### src/rtl/bcd_alarm_time_offset_assert.svh
// ----------------------------------------------------------------------------
// BCD alarm time offset assertion macros
// Clocked implication checks used by the asserting file bcd_alarm_time_offset.sv.
// ----------------------------------------------------------------------------
`ifndef BCD_ALARM_TIME_OFFSET_ASSERT_SVH
`define BCD_ALARM_TIME_OFFSET_ASSERT_SVH

// same-cycle implication
`define BATO_ASSERT_NOW(lbl, ante, cons) \
    lbl: assert property (@(posedge aclk) disable iff (!aresetn) (ante) |-> (cons)) \
        else $error("bcd_alarm_time_offset: check failed");

// next-cycle implication
`define BATO_ASSERT_NEXT(lbl, ante, cons) \
    lbl: assert property (@(posedge aclk) disable iff (!aresetn) (ante) |=> (cons)) \
        else $error("bcd_alarm_time_offset: check failed");

`endif

### src/rtl/bato_pkg.sv
// ----------------------------------------------------------------------------
// BCD alarm time offset package
// Time-of-week type, BCD wrap constants and alarm mode codes.
// ----------------------------------------------------------------------------
package bato_pkg;

    typedef struct packed {
        logic [7:0] sec;
        logic [7:0] min;
        logic [7:0] hour;
        logic [7:0] day;
    } tow_t;

    localparam logic [7:0] MS_WRAP    = 8'h59;
    localparam logic [7:0] HOUR_WRAP  = 8'h23;
    localparam logic [7:0] DAY_WRAP   = 8'h07;
    localparam logic [7:0] DAY_START  = 8'h01;
    localparam logic [7:0] DONT_CARE  = 8'h80;
    localparam logic [7:0] TENS_MASK  = 8'hF0;
    localparam logic [7:0] TENS_STEP  = 8'h10;

    localparam logic [2:0] MODE_EVERY = 3'd0;
    localparam logic [2:0] MODE_DHMS  = 3'd1;
    localparam logic [2:0] MODE_HMS   = 3'd2;
    localparam logic [2:0] MODE_MS    = 3'd3;
    localparam logic [2:0] MODE_SEC   = 3'd4;

endpackage

### src/rtl/bato_tick.sv
// ----------------------------------------------------------------------------
// BCD alarm time offset one-second step unit
// Advances a time of week by one second with BCD digit carries.
// ----------------------------------------------------------------------------
module bato_tick
    import bato_pkg::*;
(
    input  tow_t cur,
    output tow_t nxt
);

    logic [7:0] sec_tens;
    logic [7:0] min_tens;
    logic [7:0] hour_tens;

    assign sec_tens  = (cur.sec & TENS_MASK) + TENS_STEP;
    assign min_tens  = (cur.min & TENS_MASK) + TENS_STEP;
    assign hour_tens = (cur.hour & TENS_MASK) + TENS_STEP;

    always_comb begin
        nxt = cur;
        if (cur.sec != MS_WRAP) begin
            nxt.sec = (cur.sec inside {8'h09, 8'h19, 8'h29, 8'h39, 8'h49}) ?
                      sec_tens : cur.sec + 8'd1;
        end else begin
            nxt.sec = 8'h00;
            if (cur.min != MS_WRAP) begin
                nxt.min = (cur.min inside {8'h09, 8'h19, 8'h29, 8'h39, 8'h49}) ?
                          min_tens : cur.min + 8'd1;
            end else begin
                nxt.min = 8'h00;
                if (cur.hour != HOUR_WRAP) begin
                    nxt.hour = (cur.hour inside {8'h09, 8'h19}) ?
                               hour_tens : cur.hour + 8'd1;
                end else begin
                    nxt.hour = 8'h00;
                    nxt.day  = (cur.day == DAY_WRAP) ? DAY_START : cur.day + 8'd1;
                end
            end
        end
    end

endmodule

### src/rtl/bato_mask.sv
// ----------------------------------------------------------------------------
// BCD alarm time offset alarm mask
// Sets the don't-care bit on fields the alarm mode excludes; an unknown mode zeros all bytes and clears written.
// ----------------------------------------------------------------------------
module bato_mask
    import bato_pkg::*;
(
    input  tow_t       tow,
    input  logic [2:0] mode,
    output logic [7:0] alarm_second,
    output logic [7:0] alarm_minute,
    output logic [7:0] alarm_hour,
    output logic [7:0] alarm_day,
    output logic       written
);

    always_comb begin
        alarm_second = tow.sec;
        alarm_minute = tow.min;
        alarm_hour   = tow.hour;
        alarm_day    = tow.day;
        written      = 1'b1;
        case (mode)
            MODE_EVERY: begin
                alarm_second = tow.sec | DONT_CARE;
                alarm_minute = tow.min | DONT_CARE;
                alarm_hour   = tow.hour | DONT_CARE;
                alarm_day    = tow.day | DONT_CARE;
            end
            MODE_DHMS: begin
            end
            MODE_HMS: begin
                alarm_day = tow.day | DONT_CARE;
            end
            MODE_MS: begin
                alarm_hour = tow.hour | DONT_CARE;
                alarm_day  = tow.day | DONT_CARE;
            end
            MODE_SEC: begin
                alarm_minute = tow.min | DONT_CARE;
                alarm_hour   = tow.hour | DONT_CARE;
                alarm_day    = tow.day | DONT_CARE;
            end
            default: begin
                alarm_second = 8'h00;
                alarm_minute = 8'h00;
                alarm_hour   = 8'h00;
                alarm_day    = 8'h00;
                written      = 1'b0;
            end
        endcase
    end

endmodule

### src/rtl/bcd_alarm_time_offset.sv
// ----------------------------------------------------------------------------
// BCD alarm time offset
// Advances a BCD time of week by an interval and forms masked alarm bytes.
// ----------------------------------------------------------------------------
// Usage:
//   The s_ channel carries one request: alarm mode, interval in seconds and
//   the current BCD second, minute, hour and day of week. The m_ channel
//   returns the four alarm bytes and the written flag, one result per
//   request.
//   A request loads a time register and a down counter; a single one-second
//   BCD step unit advances the time once per cycle until the counter is
//   zero. The result is then presented on m_valid, and the next request is
//   taken in the cycle after the result is accepted.
//   s_ready is low from acceptance until the result is taken. While the
//   receiver holds m_ready low, the result and all of its fields hold.
//   Synchronous reset (aresetn low) drops any request in flight and returns
//   to idle with s_ready high.
// ----------------------------------------------------------------------------
`include "bcd_alarm_time_offset_assert.svh"

module bcd_alarm_time_offset
    import bato_pkg::*;
(
    input  logic        aclk,
    input  logic        aresetn,
    input  logic        s_valid,
    output logic        s_ready,
    input  logic [2:0]  s_mode,
    input  logic [15:0] s_interval,
    input  logic [6:0]  s_cur_second,
    input  logic [6:0]  s_cur_minute,
    input  logic [5:0]  s_cur_hour,
    input  logic [2:0]  s_cur_day,
    output logic        m_valid,
    input  logic        m_ready,
    output logic [7:0]  m_alarm_second,
    output logic [7:0]  m_alarm_minute,
    output logic [7:0]  m_alarm_hour,
    output logic [7:0]  m_alarm_day,
    output logic        m_written
);

    typedef enum logic [2:0] {
        ST_IDLE = 3'b001,
        ST_RUN  = 3'b010,
        ST_DONE = 3'b100
    } state_t;

    state_t      state_reg, state_next;
    logic [15:0] count_reg, count_next;
    logic [2:0]  mode_reg, mode_next;
    tow_t        tow_reg, tow_next;
    tow_t        tow_step;

    bato_tick u_tick (
        .cur (tow_reg),
        .nxt (tow_step)
    );

    bato_mask u_mask (
        .tow          (tow_reg),
        .mode         (mode_reg),
        .alarm_second (m_alarm_second),
        .alarm_minute (m_alarm_minute),
        .alarm_hour   (m_alarm_hour),
        .alarm_day    (m_alarm_day),
        .written      (m_written)
    );

    assign s_ready = (state_reg == ST_IDLE);
    assign m_valid = (state_reg == ST_DONE);

    always_comb begin
        state_next = state_reg;
        count_next = count_reg;
        mode_next  = mode_reg;
        tow_next   = tow_reg;
        case (state_reg)
            ST_IDLE: begin
                if (s_valid) begin
                    mode_next     = s_mode;
                    count_next    = s_interval;
                    tow_next.sec  = {1'b0, s_cur_second};
                    tow_next.min  = {1'b0, s_cur_minute};
                    tow_next.hour = {2'b00, s_cur_hour};
                    tow_next.day  = {5'b00000, s_cur_day};
                    state_next    = ST_RUN;
                end
            end
            ST_RUN: begin
                if (count_reg == 16'd0) begin
                    state_next = ST_DONE;
                end else begin
                    tow_next   = tow_step;
                    count_next = count_reg - 16'd1;
                end
            end
            ST_DONE: begin
                if (m_ready) begin
                    state_next = ST_IDLE;
                end
            end
            default: begin
                state_next = ST_IDLE;
            end
        endcase
    end

    always_ff @(posedge aclk) begin
        if (!aresetn) begin
            state_reg <= ST_IDLE;
        end else begin
            state_reg <= state_next;
        end
    end

    always_ff @(posedge aclk) begin
        count_reg <= count_next;
        mode_reg  <= mode_next;
        tow_reg   <= tow_next;
    end

    `BATO_ASSERT_NEXT(a_load_count, s_valid && s_ready,
        (state_reg == ST_RUN) && (count_reg == $past(s_interval)))
    `BATO_ASSERT_NEXT(a_count_down, (state_reg == ST_RUN) && (count_reg != 16'd0),
        (state_reg == ST_RUN) && (count_reg == $past(count_reg) - 16'd1))
    `BATO_ASSERT_NOW(a_one_in_flight, m_valid, !s_ready)
    `BATO_ASSERT_NOW(a_unwritten_zero, m_valid && !m_written,
        (m_alarm_second == 8'h00) && (m_alarm_minute == 8'h00) &&
        (m_alarm_hour == 8'h00) && (m_alarm_day == 8'h00))

endmodule
### config.mk
export PLATFORM = sky130hd
export DESIGN_NAME = bcd_alarm_time_offset
export DESIGN_NICKNAME = d
export VERILOG_FILES = /design/src/rtl/bato_pkg.sv /design/src/rtl/bato_tick.sv /design/src/rtl/bato_mask.sv /design/src/rtl/bcd_alarm_time_offset.sv
export VERILOG_INCLUDE_DIRS = /design/src /design/src/rtl
export SDC_FILE = /design/constraint.sdc
export NUM_CORES = 1
export LEC_CHECK = 0
export ABC_AREA = 1
export BUFFER_PORTS_ARGS = -buffer_cell sky130_fd_sc_hd__buf_2
export CORE_MARGIN = 8
export CORE_UTILIZATION = 30
export CTS_CLUSTER_DIAMETER = 80
export DETAILED_ROUTE_END_ITERATION = 12
export PLACE_DENSITY = 0.49
export SLEW_MARGIN = 30
export SYNTH_ARGS = -nofsm -noshare
export SYNTH_HDL_FRONTEND = slang
export SYNTH_SLANG_ARGS = --single-unit
### constraint.sdc
create_clock -name aclk -period 5.3 [get_ports aclk]
set_input_delay 0.265 -clock aclk [delete_from_list [all_inputs] [get_ports aclk]]
set_output_delay 0.265 -clock aclk [all_outputs]
set_load 0.005 [all_outputs]
==> summary.md <==
| Metric | Value |
|---|---|
| Status | completed |
| Post-placement setup slack | about 2800 ps |
| GRT Overall Usage | between 10% and 20% |
| Vias | about 3.6k |
| Sequential area share after synthesis | 38.1% |
| Worst-margin pin slew | a little under 700 ps |
| Pin count of the biggest net entering global routing | 50 |
| Post-Synthesis Cells | around 560 |
| TritonCTS clock tree | yes |
| Syn Area/Cell | about 7.4 sq um |
| CP startpoint kind | register |
| Leakage power | 2.33 nW |
| Detailed Place HPWL | ~8.4 mm |
| Layout Utilization | between 30% and 40% |
| I/O pins | 81 |
| Max reg flops | 32 |
| # H-tree levels | 2 |
| Final TNS setup | 0 ps |
| Peak supply drop | about 0.12 mV |
| Area post-placement | 4710 sq um |
| Setup CP Type | reg -> reg |
| Commonest non-fill, non-tap cell in the layout | nand2_1 |
| Antenna Cells | 0 |
| DRC viols | 0 |
| Crit. End Element | register |
| Share of layout cells above drive strength 1 | between 10% and 20% |
| Rel. slew slack | between 50% and 60% |
| Sequential cell area | about 1600 sq um |
| Multi-input combinational cell area | between 2000 and 2500 sq um |
| Post-Syn Area | 4180 sq um |
| CTS Root Cell | clkbuf_16 |
| Initial antenna violation count | 0 |
| Clock insertion delay at the later pin of the skew report | about 290 ps |
| Worst R2R Setup Slack | 2900 ps |
| Clock skew | ~11 ps |
| Drt first pass iters | 4 |
| Cell area power density | a little under 300 nW/um^2 |
| Clock slew seen by the registers of the worst setup and hold paths | about 70 ps |
| CTS buffer count | 5 |
| Vias in the first global route | between 3k and 4k |
| Most frequent cells in the layout | nand2_1, nor2_1, buf_2 |
| Yosys warns | 0 |
| Syn_nets | between 600 and 700 |
| Clock sinks | 54 |
| # rows | between 40 and 50 |
| Final wirelength | roughly 10 mm |
| Final WS setup | about 2900 ps |
| WL/cell | roughly 13 um |
| Max-cap violation count | 0 |
| Pins Over Slew Limit | 0 |
| Final hold violation count | 0 |
| GRT overflow | 0 |
| Worst Path Max Fanout | a little under 50 |
| Yosys reg bits | 54 |
| Worst EP arrival | 2320 ps |
| Core footprint | ~14000 sq um |
| Final setup violation count | 0 |
| DIE HEIGHT | between 100 and 150 um |
| Cts repair resizes | 0 |
| Max Fclk | 418 MHz |
| # nets final | ~700 |
| Post-DRT Antenna Nets | 0 |
| Setup bufs post-CTS | 0 |
| Synth cell types | 38 |
| Initial Util | approximately 30% |
| DR vias/cell | about 4.5 |
| Hold Path Class | in -> reg |
| CTS Hold Bufs | 0 |
| Die ar. | around 18000 sq um |
| First-pass GRT wire length | 17.7 mm |
| Clock tree buffer depth | 2 |
| Fin area | about 4900 sq um |
| RD Place Congestion | around 0.80 |
| Crit share post-route | 45.2% |
| Unrepaired setup endpoints after global routing | false |
| Die Width | ~130 um |
| Port bufs | 80 |
| Iter 0 DRT Violations | about 210 |
| # fillers | between 1k and 1.5k |
| Critical Path RT | ~5200 ps |
| Final min period | around 2400 ps |
| P&R area growth vs syn | 16.1% |
## through the flow
| stage | hold WS, ps | power [W] | std cells |
|---|---|---|---|
| floorplan | 364 | 0.000977 | 563 |
| global placement | 457 | 0.00112 | 808 |
| detailed placement | 457 | 0.00113 | 808 |
| CTS | 147 | 0.00146 | 816 |
| global route | 146 | 0.00155 | 816 |
| finish | 157 | 0.00144 | 816 |
## Yosys cell counts, drive strengths merged
cell type  count  area (sq um)
inv           78           293
or2            2          12.5
nand2        171           692
ha            20           250
edfxtp        51          1530
a2bb2oi        1          8.76
nor2          90           390
buf           14          97.6
nand3         57           325
a21oi          7          35.0
nor3b          1          7.51
dfxtp          3          60.1
o21a           1          7.51
xor2          13           114
nor3           1          5.00
clkinv         2          17.5
o211ai         1          7.51
nand3b         3          35.0
o21ai         26           134
a21boi         1          7.51
xnor2          5          43.8
o21bai         1          7.51
clkbuf         2          7.51
nand4         11          83.8
o31ai          1          7.51
## layer usage
| layer | global-route usage (%) | vias to the layer above | part of all wire, % |
|---|---|---|---|
| met4 | 2.68 | 0 | 0.94 |
| li1 | - | 1934 | - |
| met3 | 2.54 | 7 | 4.8 |
| met5 | 0 | - | 0 |
| met2 | 19.6 | 69 | 45 |
| met1 | 15.4 | 1636 | 49 |
## power by group
group          switching (W)  total (W)  internal (W)
clock network       0.000149   0.000323      0.000174
registers          0.0000858   0.000654      0.000568
logic               0.000288   0.000461      0.000173
total               0.000523    0.00144      0.000915
## final cells by class
class / instances / area share [%]
Inverter: 80 / 6.39
Sequential cell: 54 / 32.8
Timing Repair Buffer: 81 / 8.40
Tap cell: 180 / 4.64
Clock inverter: 2 / 0.206
Multi-Input combinational cell: 413 / 44.9
Clock buffer: 6 / 2.66
## worst max-delay path, stage by stage (launching register included)
cell      delay, ps
dfxtp_1         350
inv_2            60
nand3_4         480
clkinv_4        320
nand3_2         180
nand3_1          80
nor2_1          540
## final timing paths
kind,end,depth (start not counted),start
worst max register to register,tow_reg[0]$_DFFE_PP_,6,state_reg[0]$_SDFFE_PN1P_
worst max-delay path,tow_reg[0]$_DFFE_PP_,6,state_reg[0]$_SDFFE_PN1P_
worst min-delay path,mode_reg[2]$_DFFE_PP_,1,s_mode[2]
worst min register to register,count_reg[0]$_DFFE_PP_,1,count_reg[0]$_DFFE_PP_
## cells by family after synthesis
group | Yosys count | synth area share (%)
xor gates and xnor gates | 18 | 3.77
AOI/OAI and AO/OA | 39 | 5.15
DFF | 54 | 38.1
and+or+nand+nor | 336 | 37.1
buffers and inverters | 96 | 9.93
adders and majority gates | 20 | 5.98
Power figures use the tool's default switching activity.
